<file path="config.mk">
export PLATFORM = sky130hd
export DESIGN_NAME = psk_ctrl
export DESIGN_NICKNAME = d
export VERILOG_FILES = /design/src/rtl/core/psk_pkg.sv /design/src/rtl/core/psk_ctrl.sv
export VERILOG_INCLUDE_DIRS = /design/src /design/src/rtl/core
export SDC_FILE = /design/constraint.sdc
export NUM_CORES = 1
export LEC_CHECK = 0
export BUFFER_PORTS_ARGS = -buffer_cell sky130_fd_sc_hd__buf_2
export CORE_ASPECT_RATIO = 1.25
export CORE_MARGIN = 4
export CORE_UTILIZATION = 50
export DETAILED_ROUTE_END_ITERATION = 16
export PLACE_DENSITY_LB_ADDON = 0.25
export SLEW_MARGIN = 15
export SYNTH_ARGS = -nofsm -noshare
export SYNTH_HDL_FRONTEND = slang
export SYNTH_SLANG_ARGS = --single-unit
</file>
<file path="constraint.sdc">
create_clock -name clk -period 6.36 [get_ports clk]
set_clock_uncertainty 0.2 [all_clocks]
set_input_delay 1.272 -clock clk [delete_from_list [all_inputs] [get_ports clk]]
set_output_delay 1.272 -clock clk [all_outputs]
set_load 0.02 [all_outputs]
</file>
<file path="src/rtl/core/pen_sample_kinematics_assert.svh">
// Assertion macros shared by the pen sample kinematics RTL.
// Every macro samples on clk and is disabled while arst_n is low.
`ifndef PEN_SAMPLE_KINEMATICS_ASSERT_SVH
`define PEN_SAMPLE_KINEMATICS_ASSERT_SVH

// The consequent holds in the same cycle as the antecedent.
`define PSK_ASSERT_SAME(label, ante, cons, msg) \
	label: assert property (@(posedge clk) disable iff (!arst_n) (ante) |-> (cons)) \
		else $error(msg);

// The consequent holds in the cycle after the antecedent.
`define PSK_ASSERT_NEXT(label, ante, cons, msg) \
	label: assert property (@(posedge clk) disable iff (!arst_n) (ante) |=> (cons)) \
		else $error(msg);

`endif

</file>
<file path="src/rtl/core/psk_pkg.sv">
// Package for the pen sample kinematics block: action codes, controller states,
// datapath operations, command and status structs and saturation helpers. No dependencies.
package psk_pkg;

	typedef enum logic [1:0] {
		ACT_START = 2'd0,
		ACT_BATCH = 2'd1,
		ACT_REAL  = 2'd2,
		ACT_PRED  = 2'd3
	} psk_act_t;

	typedef enum logic [4:0] {
		ST_IDLE, ST_SQX, ST_SQY, ST_ROOT, ST_DIST,
		ST_MVX, ST_DVX, ST_WVX, ST_MVY, ST_DVY, ST_WVY,
		ST_MAX, ST_DAX, ST_WAX, ST_MAY, ST_DAY, ST_WAY,
		ST_COMMIT
	} psk_state_t;

	typedef enum logic [4:0] {
		OP_NONE, OP_CLEAR, OP_ROLLBACK, OP_LOAD, OP_SQX, OP_SQY, OP_ROOT_STEP,
		OP_DIST, OP_MUL_VX, OP_MUL_VY, OP_MUL_AX, OP_MUL_AY, OP_DIV_STEP,
		OP_WR_VX, OP_WR_VY, OP_WR_AX, OP_WR_AY, OP_COMMIT
	} psk_op_t;

	typedef struct packed {
		psk_op_t op;
	} psk_cmd_t;

	typedef struct packed {
		logic have;
		logic dt_pos;
	} psk_stat_t;

	localparam int unsigned ROOT_STEPS = 25;
	localparam int unsigned DIV_STEPS  = 53;
	localparam int unsigned CNT_W      = 6;
	localparam logic [19:0] USEC_PER_SEC = 20'd1000000;

	// Signed velocity from a quotient magnitude, saturated to 32 bits.
	function automatic logic [31:0] sat_vel(input logic neg, input logic [52:0] q);
		logic [31:0] r;
		begin
			if (!neg) begin
				r = (q > 53'h7FFF_FFFF) ? 32'h7FFF_FFFF : q[31:0];
			end else begin
				r = (q > 53'h8000_0000) ? 32'h8000_0000 : (32'd0 - q[31:0]);
			end
			return r;
		end
	endfunction

	// Signed acceleration from a quotient magnitude, saturated to 40 bits.
	function automatic logic [39:0] sat_acc(input logic neg, input logic [52:0] q);
		logic [39:0] r;
		begin
			if (!neg) begin
				r = (q > 53'h7F_FFFF_FFFF) ? 40'h7F_FFFF_FFFF : q[39:0];
			end else begin
				r = (q > 53'h80_0000_0000) ? 40'h80_0000_0000 : (40'd0 - q[39:0]);
			end
			return r;
		end
	endfunction

endpackage

</file>
<file path="src/rtl/core/psk_ctrl.sv">
// Controller state machine of the pen sample kinematics block.
// Depends on psk_pkg and pen_sample_kinematics_assert.svh.
`include "pen_sample_kinematics_assert.svh"

module psk_ctrl import psk_pkg::*; (
	input  logic      clk,
	input  logic      arst_n,
	input  logic      in_valid,
	input  psk_act_t  in_action,
	output logic      in_ready,
	input  logic      out_ready,
	output logic      out_valid,
	input  psk_stat_t stat,
	output psk_cmd_t  cmd
);

	psk_state_t       state_q, state_d;
	logic [CNT_W-1:0] cnt_q;
	logic             out_valid_q;
	logic             slot_free;
	logic             root_done, div_done, in_div;

	assign slot_free = !out_valid_q || out_ready;
	assign root_done = (cnt_q == CNT_W'(ROOT_STEPS - 1));
	assign div_done  = (cnt_q == CNT_W'(DIV_STEPS - 1));
	assign in_div    = (state_q inside {ST_DVX, ST_DVY, ST_DAX, ST_DAY});
	assign out_valid = out_valid_q;

	always_comb begin
		state_d = state_q;
		case (state_q)
			ST_IDLE: begin
				if (in_valid && (in_action inside {ACT_REAL, ACT_PRED})) state_d = ST_SQX;
			end
			ST_SQX:    state_d = stat.have ? ST_SQY : ST_COMMIT;
			ST_SQY:    state_d = ST_ROOT;
			ST_ROOT:   if (root_done) state_d = ST_DIST;
			ST_DIST:   state_d = stat.dt_pos ? ST_MVX : ST_COMMIT;
			ST_MVX:    state_d = ST_DVX;
			ST_DVX:    if (div_done) state_d = ST_WVX;
			ST_WVX:    state_d = ST_MVY;
			ST_MVY:    state_d = ST_DVY;
			ST_DVY:    if (div_done) state_d = ST_WVY;
			ST_WVY:    state_d = ST_MAX;
			ST_MAX:    state_d = ST_DAX;
			ST_DAX:    if (div_done) state_d = ST_WAX;
			ST_WAX:    state_d = ST_MAY;
			ST_MAY:    state_d = ST_DAY;
			ST_DAY:    if (div_done) state_d = ST_WAY;
			ST_WAY:    state_d = ST_COMMIT;
			ST_COMMIT: if (slot_free) state_d = ST_IDLE;
			default:   state_d = ST_IDLE;
		endcase
	end

	always_comb begin
		cmd.op   = OP_NONE;
		in_ready = 1'b0;
		case (state_q)
			ST_IDLE: begin
				in_ready = 1'b1;
				if (in_valid) begin
					case (in_action)
						ACT_START: cmd.op = OP_CLEAR;
						ACT_BATCH: cmd.op = OP_ROLLBACK;
						default:   cmd.op = OP_LOAD;
					endcase
				end
			end
			ST_SQX:    cmd.op = OP_SQX;
			ST_SQY:    cmd.op = OP_SQY;
			ST_ROOT:   cmd.op = OP_ROOT_STEP;
			ST_DIST:   cmd.op = OP_DIST;
			ST_MVX:    cmd.op = OP_MUL_VX;
			ST_MVY:    cmd.op = OP_MUL_VY;
			ST_MAX:    cmd.op = OP_MUL_AX;
			ST_MAY:    cmd.op = OP_MUL_AY;
			ST_DVX, ST_DVY, ST_DAX, ST_DAY: cmd.op = OP_DIV_STEP;
			ST_WVX:    cmd.op = OP_WR_VX;
			ST_WVY:    cmd.op = OP_WR_VY;
			ST_WAX:    cmd.op = OP_WR_AX;
			ST_WAY:    cmd.op = OP_WR_AY;
			ST_COMMIT: cmd.op = slot_free ? OP_COMMIT : OP_NONE;
			default:   cmd.op = OP_NONE;
		endcase
	end

	always_ff @(posedge clk or negedge arst_n) begin
		if (!arst_n) begin
			state_q     <= ST_IDLE;
			cnt_q       <= '0;
			out_valid_q <= 1'b0;
		end else begin
			state_q <= state_d;
			if ((state_q == ST_ROOT || in_div) && state_d == state_q) begin
				cnt_q <= cnt_q + 1'b1;
			end else begin
				cnt_q <= '0;
			end
			if (cmd.op == OP_COMMIT) begin
				out_valid_q <= 1'b1;
			end else if (out_ready) begin
				out_valid_q <= 1'b0;
			end
		end
	end

	`PSK_ASSERT_SAME(a_commit_slot, cmd.op == OP_COMMIT, !out_valid_q || out_ready, "commit into a full output register")
	`PSK_ASSERT_NEXT(a_commit_shows, cmd.op == OP_COMMIT, out_valid_q, "committed result not presented")
	`PSK_ASSERT_SAME(a_div_count, in_div, cnt_q < CNT_W'(DIV_STEPS), "divider step count overrun")
	`PSK_ASSERT_NEXT(a_sample_busy, in_valid && in_ready && (in_action == ACT_REAL || in_action == ACT_PRED), state_q != ST_IDLE, "sample accepted without starting work")

endmodule

</file>
== Word-level counts from Yosys, hierarchy flattened ==
Cells that the tools add are included.

* Register bits: 12
* Bits of input ports: 8
* Word-level logic and storage cells: 57

* Reduce and logical (&&, ||, !) cells: 11
* Muxes and demuxes: 18
* Eq/ne operators: 24
* Add/sub/neg operators: 1

{| class="wikitable"
|+ Operator list
! operator !! number
|-
| $pmux W5 S18 || 1
|-
| $pmux W5 S15 || 1
|-
| $mux W5 || 10
|-
| $eq A5 B4 Y1 const B || 8
|-
| $eq A5 B3 Y1 const B || 4
|-
| $eq A5 B5 Y1 const B || 3
|-
| $eq A5 B2 Y1 const B || 2
|-
| $add A6 B1 Y6 const B || 1
|-
| $eq A6 B5 Y1 const B || 1
|-
| $eq A6 B6 Y1 const B || 1
|-
| $mux W6 || 1
|-
| $eq A5 B1 Y1 const B || 1
|-
| $eq A5 B5 Y1 || 1
|-
| $logic_not A5 Y1 || 1
|-
| $eq A2 B2 Y1 const B || 2
|-
| $pmux W2 S2 || 1
|-
| $reduce_bool A2 Y1 || 2
|-
| $reduce_bool A4 Y1 || 1
|-
| $reduce_or A4 Y1 || 1
|-
| $mux W1 || 3
|-
| $eq A2 B1 Y1 const B || 1
|-
| $logic_and A1 B1 Y1 || 2
|-
| $logic_not A2 Y1 || 1
|-
| $logic_or A1 B1 Y1 || 2
|-
| other kinds (2) || 2
|}

== Longest topological paths before layout ==
Gate-level depths: netlist of run 1.

* Depth after elaboration: 8
* Gate-level depth with buffers: 8

== Worst setup path before layout of run 1 ==
Ideal clock, no wire load.

* Path kind: in2out
* Start: in out_ready
* End: out cmd[4] (netlist name)
* Stages: 2
* Path slack: 2.437 ns
* Required time: 4.888 ns
* Data arrival time: 2.451 ns
* Cell sequence: nor2b_1 > a2111oi_0

{| class="wikitable"
|+ RTL lines
! element !! line !! text
|-
| from (decl) || psk_ctrl.sv:11 || <nowiki>input logic out_ready,</nowiki>
|-
| to (decl) || psk_ctrl.sv:14 || <nowiki>output psk_cmd_t cmd</nowiki>
|}

==> results of run 1 <==
[worst register-to-register path: cells and delay by family, from the launching register on]
kind,cells,cell delay (ns)
AOI/OAI and AO/OA,2,0.92
DFF,1,0.83
and+or+nand+nor,1,0.27
muxes,1,0.34
[power groups by stage]
stage	sequential (W)	combinational [W]	clock, W
after CTS	0.000170	0.000354	0.0000624
after floorplan	0.000111	0.000338	0
after global placement	0.000170	0.000345	0
final	0.000172	0.000352	0.0000601
after global routing	0.000181	0.000390	0.0000668
after detailed placement	0.000172	0.000352	0
[routing by layer]
| metal | global-route usage | up-vias | share of wire | wire (um) |
|---|---|---|---|---|
| li1 | - | 574 | - | - |
| met1 | 0.2311 | 552 | 0.41 | 1160 |
| met2 | 0.3270 | 42 | 0.53 | 1483 |
| met3 | 0.03103 | 4 | 0.051 | 144 |
| met4 | 0.05574 | 0 | 0.0085 | 24 |
| met5 | 0 | - | 0 | 0 |
[cells by family after synthesis]
group / count (synthesis) / synth area share
DFF: 12 / 0.2497
xor gates and xnor gates: 6 / 0.04370
adders and majority gates: 2 / 0.02081
and+or+nand+nor: 73 / 0.3403
AOI/OAI and AO/OA: 36 / 0.2071
muxes: 9 / 0.08325
buffers and inverters: 15 / 0.05515
[stage by stage]
stage | total power [W] | setup slack (ns) | area, um^2
after floorplan | 0.0004496 | 2.437 | 1202
after global placement | 0.0005149 | 2.668 | 1260
after detailed placement | 0.0005241 | 2.658 | 1260
after CTS | 0.0005867 | 2.646 | 1296
after global routing | 0.0006380 | 2.507 | 1296
final | 0.0005844 | 2.650 | 1296
[final timing paths]
check,slack [ns],from,endpoint,cells after the start
hold / removal,0.38,out_valid,out_valid,2
max in group asynchronous,5.08,arst_n,state_q[0],1
min in group asynchronous,0.66,arst_n,cnt_q[3],1
hold reg to reg,0.38,out_valid,out_valid,2
setup / recovery,2.65,out_ready,cmd[0],6
setup reg to reg,3.69,state_q[2],cnt_q[5],4
[cell usage in the layout, fill, tap and decap left out, types with 2 or more instances in the layout]
cell      instances
buf_2            14
a211oi_1          2
o31a_1            2
a31oi_1           2
nand3_1          10
xnor2_1           2
o211ai_1          2
nor3_1            5
nor2_1           16
nor4_1            2
ha_1              2
clkbuf_4          3
nor2b_1           5
o21ai_0           4
mux2i_1           7
nand2_1          10
a32oi_1           2
inv_1             3
mux2_4            2
o32ai_1           2
or2_2             2
nand2b_1          8
xor2_1            4
and3_1            2
or3_1             3
dfrtp_1          12
a21o_1            2
a21oi_1          10
[state kept, by name, indices dropped and copies added, names as in the netlist]
name and flops:
state_q 5, out_valid 1, cnt_q 6
[final cells by class]
cell class	count	area, um^2
Fill cell	227	962.2
Multi-Input combinational cell	126	835.8
Sequential cell	12	300.3
Timing Repair Buffer	14	70.07
Tap cell	31	38.79
Clock buffer	4	36.28
Inverter	4	15.01
==> out/results.ini, run 1 <==
[logic_synthesis]
synth.distinct_cells=49
ys_top_cells_by_area=dfrtp_1, mux2i_1, nor2_1
syn_area_per_cell_um2=7.859
ys_top_cells_by_count=nor2_1, dfrtp_1, a21oi_1, nand2_1, nand3_1
async_flop_share=1.000
synth_top_area_cell=dfrtp_1
synth_edf_count=0
synth_area_mm2=0.001202
synth_top_area_frac=0.2497
ys_warn_count=0
synthCells=153
seq_area_frac_synth=0.2497
synth_flop_cell=dfrtp_1
synth_most_common_cell=nor2_1
synth_nets=163
ys_ff_latch=12

[global_routing]
grt_pass1_vias=1120
grt_overflow=0
grt_usage=0.1886
antenna_found_initial=0
grt_max_degree=26
grt_pass1_wl_um=4940

[cells_and_area]
n_antenna_cell=0
synthToLayoutAreaGrowth_pct=7.804
fin_cells=191
nets=171
utilization=0.5740
layout-drive-gt1-share=0.1625

[clocking]
post-cts-setup-buffers=0
cts_tree=done
clock_latency_ns=0.27
clkSinkCount=12
numCtsBuffers=3
cts_root_buffer=clkbuf_4
hold_buffers=0
htreeDepth=1
clk_path_buf_depth=2
cts.clk_slew.worst_paths_ns=0.07
cts_resized=0

[routing]
detail-route-antenna-nets=0
drc=0
vias=1172
wirelength_um=2813
drt-pass1-iter-count=4
via_per_inst=6.136
wl_per_cell_um=14.73
drtIter0Drc=27

[timing]
setup_viol=0
worst_slew_pin_slew_ns=0.7732
whs_ns=0.3825
final-hold-violation-count=0
drv_slew=0
maxSlewHeadroom=0.4829
rsz0062_at_grt=false
fmax_mhz=269.6
tns_ns=0
period_share=0.5833
min_period_ns=3.710

[worst_setup_path]
cp_data_arrival_time_ns=2.24
cp_max_fo=3
cp_top_family=compound AO/OA/AOI/OAI gates
crit_path_end_kind=output port
cp_num_buf_inv=2
start_kind=input port
cp_slowest_stage_delay_ns=0.31
crit_path_frequent_cell=buf_2
cp_slowest_cell=o31a_1
crit_chain=buf_2 > nand2b_1 > nand2_1 > o31a_1 > o221ai_1 > buf_2
cp_data_required_time_ns=4.89
path_class=input port to output port

[power_and_ir_drop]
p_seq_frac=0.295
p_int_w=0.0002756
power_density_mw_per_mm2=450.8
p_sw_w=0.0003087
p_leak_nw=0.5392
clockPowerShare=0.103
irDropWorstVdd_uv=264.8
combPwrFrac=0.602
switching_share=0.5283

[placement]
post-place-cells=187
dp_hpwl_um=2080
io_buffers=14
finalWeightedCongestion=0.7901

[die]
die_w_um=51.86
boundaryPins=15
core_area_mm2=0.002258
die_h_um=62.83
dieArea_mm2=0.003258
rows=19
initial_core_util=0.5324

[worst_hold_path]
hp-class=flop to flop

[status]
status=finished, final reports clean

[flow_run]
max_cap_viol_count=0

No activity file was read; power rests on OpenSTA's default activity.
==> run 2: changes to the inputs <==
==> constraint.sdc (replaced) <==
create_clock -name clk -period 3.2 [get_ports clk]
set_clock_uncertainty 0.2 [all_clocks]
set_input_delay 0.64 -clock clk [delete_from_list [all_inputs] [get_ports clk]]
set_output_delay 0.64 -clock clk [all_outputs]
set_load 0.02 [all_outputs]
==> out/results.ini, run 2 (same netlist as run 1, synthesis figures left out) <==
[cells_and_area]
final_cell_mix=nor2_1, buf_2, dfrtp_1  ; unchanged
nets=175  ; was 171
largest_reg_flops=6  ; unchanged
fin_area_mm2=0.001326  ; was 0.001296 mm^2
layout-drive-gt1-share=0.1829  ; was 0.1625
layout_commonest_cell=nor2_1  ; unchanged
n_antenna_cell=0  ; unchanged
synthToLayoutAreaGrowth_pct=10.30  ; was 7.804%
utilization=0.5873  ; was 0.5740
top_register=cnt_q  ; unchanged
fin_cells=195  ; was 191

[die]
initial_core_util=0.5324  ; unchanged
rows=19  ; unchanged
die_h_um=62.83  ; unchanged
boundaryPins=15  ; unchanged
dieArea_mm2=0.003258  ; unchanged
die_w_um=51.86  ; unchanged
core_area_mm2=0.002258  ; unchanged

[worst_setup_path]
cp_data_required_time_ns=2.36  ; was 4.89 ns
cp_top_family=flip-flops  ; was compound AO/OA/AOI/OAI gates
cp_num_buf_inv=1  ; was 2
crit_path_end_kind=output port  ; unchanged
cp_slowest_stage_delay_ns=0.79  ; was 0.31 ns
r2r_setup_slack_ns=0.60  ; was 3.69 ns
cp_slowest_cell=dfrtp_1  ; was o31a_1
r2r_end=cnt_q[5]  ; unchanged
r2r_start=state_q[1]  ; was state_q[2]
path_class=flop to output port  ; was input port to output port
cp_data_arrival_time_ns=2.09  ; was 2.24 ns
start_kind=flop  ; was input port
rr_worst_depth=5  ; was 4
cp_max_fo=25  ; was 3
crit_chain=nor2b_1 > or3_1 > a32oi_1 > o221ai_1 > buf_2  ; was buf_2 > nand2b_1 > nand2_1 > o31a_1 > o221ai_1 > buf_2

[power_and_ir_drop]
irDropWorstVdd_uv=447.3  ; was 264.8 uV
power_density_mw_per_mm2=899.2  ; was 450.8 mW/mm^2
p_leak_nw=0.5597  ; was 0.5392 nW

[timing]
period_share=0.9154
rsz0062_at_grt=false  ; unchanged
tns_ns=0  ; unchanged
maxSlewHeadroom=0.4622  ; was 0.4829
setup_viol=0  ; unchanged
min_period_ns=2.929
final-hold-violation-count=0  ; unchanged
drv_slew=0  ; unchanged
fmax_mhz=341.4
whs_ns=0.02919  ; was 0.3825 ns
worst_slew_pin_slew_ns=0.8042  ; was 0.7732 ns

[placement]
post-place-cells=191  ; was 187
finalWeightedCongestion=0.9019  ; was 0.7901
io_buffers=14  ; unchanged
dp_hpwl_um=2167  ; was 2080 um
place_area_mm2=0.001290  ; was 0.001260 mm^2

[clocking]
cts_resized=0  ; unchanged
cts_root_buffer=clkbuf_4  ; unchanged
clkSinkCount=12  ; unchanged
post-cts-setup-buffers=0  ; unchanged
clock_latency_ns=0.28  ; was 0.27 ns
clk_path_buf_depth=2  ; unchanged
htreeDepth=1  ; unchanged
cts_tree=done  ; unchanged
numCtsBuffers=3  ; unchanged
hold_buffers=0  ; unchanged
cts.clk_slew.worst_paths_ns=0.08  ; was 0.07 ns

[routing]
drtIter0Drc=18  ; was 27
vias=1193  ; was 1172
wirelength_um=2881  ; was 2813 um
wl_per_cell_um=14.77  ; was 14.73 um
drc=0  ; unchanged
detail-route-antenna-nets=0  ; unchanged
drt-pass1-iter-count=4  ; unchanged
via_per_inst=6.118  ; was 6.136

[global_routing]
grt_usage=0.1816  ; was 0.1886
grt_pass1_vias=1098  ; was 1120
antenna_found_initial=0  ; unchanged
grt_pass1_wl_um=4726  ; was 4940 um
grt_max_degree=26  ; unchanged
grt_overflow=0  ; unchanged

[status]
status=finished, final reports clean  ; unchanged

[worst_hold_path]
hp-class=input port to async pin  ; was flop to flop

[flow_run]
max_cap_viol_count=0  ; unchanged

-- run 2: cell count changes in the layout (fill, tap and decap cells not counted), sizes merged --
cell	previous run	this run
buf	14	18
-- run 2: power by group --
part	leakage, nW	total, W	switching [W]	internal [W]
combinational	0.377	0.000769	0.000453	0.000316
sequential	0.162	0.000300	0.000115	0.000185
clock	0.0210	0.000123	0.0000540	0.0000692
total	0.560	0.00119	0.000622	0.000571
-- run 2: how the worst max path moves through the flow --
| stage | startpoint | endpoint | slack (ns) | cells after the start |
|---|---|---|---|---|
| 5_1_grt | state_q[1] | cmd[0] | 0.11 | 5 |
| 2_1_floorplan | state_q[2] | cmd[4] | 0.43 | 3 |
| 4_1_cts | state_q[1] | cmd[1] | 0.30 | 5 |
| 3_5_place_dp | state_q[1] | cmd[1] | 0.59 | 5 |
| 3_3_place_gp | state_q[1] | cmd[0] | 0.64 | 5 |
| 6_report | state_q[1] | cmd[0] | 0.27 | 5 |
-- run 2: area by class of cell --
class	instances	area, um^2
timing repair buffer	18	100.1
clock buffer	4	36.28
inverter	4	15.01
multi-input combinational	126	835.8
tap	31	38.79
fill	228	932.1
sequential	12	300.3
-- run 2: metrics by stage --
stage	worst slack [ns]	total power [W]
floorplan	0.4279	0.0008936
global placement	0.6363	0.001050
detailed placement	0.5911	0.001065
CTS	0.2955	0.001190
global route	0.1058	0.001290
finish	0.2709	0.001193
-- run 2: per-layer routing --
layer | global-route usage | share of wire | up-vias
met2 | 0.3097 | 0.52 | 28
li1 | - | - | 585
met4 | 0.05902 | 0.010 | 0
met5 | 0 | 0 | -
met1 | 0.2345 | 0.43 | 576
met3 | 0.01432 | 0.040 | 4
-- run 2: worst register-to-register path, delay by kind of cell, from the launching register on --
kind             cells  cell delay [ns]
AND/OR/NAND/NOR      2             0.50
flip-flops           1             0.79
multiplexers         1             0.34
AO/OA/AOI/OAI        2             0.67
==> run 3: changes to the inputs <==
--- a/config.mk
+++ b/config.mk
@@ -7,12 +7,10 @@
 export NUM_CORES = 1
 export LEC_CHECK = 0
 export BUFFER_PORTS_ARGS = -buffer_cell sky130_fd_sc_hd__buf_2
-export CORE_ASPECT_RATIO = 1.25
 export CORE_MARGIN = 4
 export CORE_UTILIZATION = 50
 export DETAILED_ROUTE_END_ITERATION = 16
 export PLACE_DENSITY_LB_ADDON = 0.25
-export SLEW_MARGIN = 15
 export SYNTH_ARGS = -nofsm -noshare
 export SYNTH_HDL_FRONTEND = slang
 export SYNTH_SLANG_ARGS = --single-unit
==> constraint.sdc (replaced) <==
create_clock -name clk -period 3.42 [get_ports clk]
set_clock_uncertainty 0.2 [all_clocks]
set_input_delay 0.684 -clock clk [delete_from_list [all_inputs] [get_ports clk]]
set_output_delay 0.684 -clock clk [all_outputs]
set_load 0.02 [all_outputs]
==> out/results.ini, run 3 (same netlist as run 1, synthesis figures left out) <==
[status]
status=finished, final reports clean  ; unchanged

[cells_and_area]
synthToLayoutAreaGrowth_pct=8.741  ; was 10.30%
layout-drive-gt1-share=0.1728  ; was 0.1829
layout_commonest_cell=nor2_1  ; unchanged
n_antenna_cell=0  ; unchanged
top_register=cnt_q  ; unchanged
fin_area_mm2=0.001308  ; was 0.001326 mm^2
largest_reg_flops=6  ; unchanged
nets=173  ; was 175
final_cell_mix=nor2_1, buf_2, dfrtp_1  ; unchanged
fin_cells=190  ; was 195
fillers=237  ; was 228
utilization=0.5799  ; was 0.5873

[placement]
post-place-cells=186  ; was 191
place_area_mm2=0.001271  ; was 0.001290 mm^2
dp_hpwl_um=2027  ; was 2167 um
finalWeightedCongestion=0.8407  ; was 0.9019
io_buffers=14  ; unchanged

[routing]
wirelength_um=2842  ; was 2881 um
via_per_inst=6.153  ; was 6.118
wl_per_cell_um=14.96  ; was 14.77 um
detail-route-antenna-nets=0  ; unchanged
drt-pass1-iter-count=4  ; unchanged
drtIter0Drc=29  ; was 18
drc=0  ; unchanged
vias=1169  ; was 1193

[global_routing]
antenna_found_initial=0  ; unchanged
grt_overflow=0  ; unchanged
grt_max_degree=26  ; unchanged
grt_pass1_wl_um=4747  ; was 4726 um
grt_pass1_vias=1054  ; was 1098
grt_usage=0.1804  ; was 0.1816

[worst_setup_path]
r2r_setup_slack_ns=0.93  ; was 0.60 ns
cp_data_arrival_time_ns=2.12  ; was 2.09 ns
cp_max_fo=25  ; unchanged
start_kind=flop  ; unchanged
r2r_start=state_q[1]  ; unchanged
crit_path_end_kind=output port  ; unchanged
r2r_end=cnt_q[5]  ; unchanged
path_class=flop to output port  ; unchanged
rr_worst_depth=5  ; unchanged
cp_data_required_time_ns=2.54  ; was 2.36 ns

[clocking]
post-cts-setup-buffers=0  ; unchanged
hold_buffers=0  ; unchanged
cts_resized=0  ; unchanged
cts_tree=done  ; unchanged
clkSinkCount=12  ; unchanged
cts_root_buffer=clkbuf_4  ; unchanged
numCtsBuffers=3  ; unchanged
clock_latency_ns=0.27  ; was 0.28 ns
htreeDepth=1  ; unchanged
clk_path_buf_depth=2  ; unchanged
cts.clk_slew.worst_paths_ns=0.08  ; about the same

[timing]
drv_slew=0  ; unchanged
final-hold-violation-count=0  ; unchanged
rsz0062_at_grt=false  ; unchanged
maxSlewHeadroom=0.4830  ; was 0.4622
tns_ns=0  ; unchanged
fmax_mhz=333.1
min_period_ns=3.003
setup_viol=0  ; unchanged
period_share=0.8779
worst_slew_pin_slew_ns=0.7731  ; was 0.8042 ns

[power_and_ir_drop]
irDropWorstVdd_uv=581.7  ; was 447.3 uV
p_leak_nw=0.5493  ; was 0.5597 nW
total_power_w=0.001100  ; was 0.001193 W
power_density_mw_per_mm2=841.1  ; was 899.2 mW/mm^2

[worst_hold_path]
hp-class=input port to async pin  ; unchanged

[die]
die_h_um=57.04  ; was 62.83 um
initial_core_util=0.5333  ; was 0.5324
boundaryPins=15  ; unchanged
core_area_mm2=0.002255  ; was 0.002258 mm^2
rows=17  ; was 19
dieArea_mm2=0.003254  ; was 0.003258 mm^2
die_w_um=57.04  ; was 51.86 um

[flow_run]
max_cap_viol_count=0  ; unchanged

## run 3: stage by stage
step	worst slack (ns)	hold WS, ns
floorplan	0.6039	0.1884
global placement	0.8090	0.3601
detailed placement	0.7634	0.3607
CTS	0.4462	0.08015
global route	0.2622	0.08103
finish	0.4175	0.08130
## run 3: how the worst max path moves through the flow
stage	start	to	slack [ns]	cells past startpoint
final	state_q[1]	cmd[1]	0.42	5
after global routing	state_q[1]	cmd[1]	0.26	5
after CTS	state_q[1]	cmd[1]	0.45	5
after detailed placement	state_q[1]	cmd[1]	0.76	5
after global placement	state_q[1]	cmd[0]	0.81	5
after floorplan	state_q[2]	cmd[4]	0.60	3
## run 3: area by class of cell
type | instances | area (um^2) | area share
multi-input cells | 126 | 835.8 | 0.6392
flip-flops and latches | 12 | 300.3 | 0.2297
repair buffers | 16 | 85.08 | 0.06507
clock buffers | 4 | 36.28 | 0.02775
well taps | 28 | 35.03 | 0.02679
inverters | 4 | 15.01 | 0.01148
## run 3: worst max-delay path, stage by stage, from the launching register on
cell and delay (ns):
dfrtp_1 0.65, or3_1 0.48, nor3_1 0.27, o211ai_1 0.16, o31ai_1 0.09, buf_2 0.20
## run 3: power breakdown
group	internal (W)	total (W)	switching, W
Sequential	0.000173	0.000272	0.0000988
Clock	0.0000648	0.000113	0.0000483
Combinational	0.000287	0.000715	0.000427
## run 3: routing by layer
metal,up-vias,wire (um),part of all wire,global-route usage
li1,581,-,-,-
met1,558,1365,0.48,0.2552
met2,28,1322,0.47,0.2806
met3,2,140,0.049,0.05204
met4,0,13,0.0046,0.02318
met5,-,0,0,0
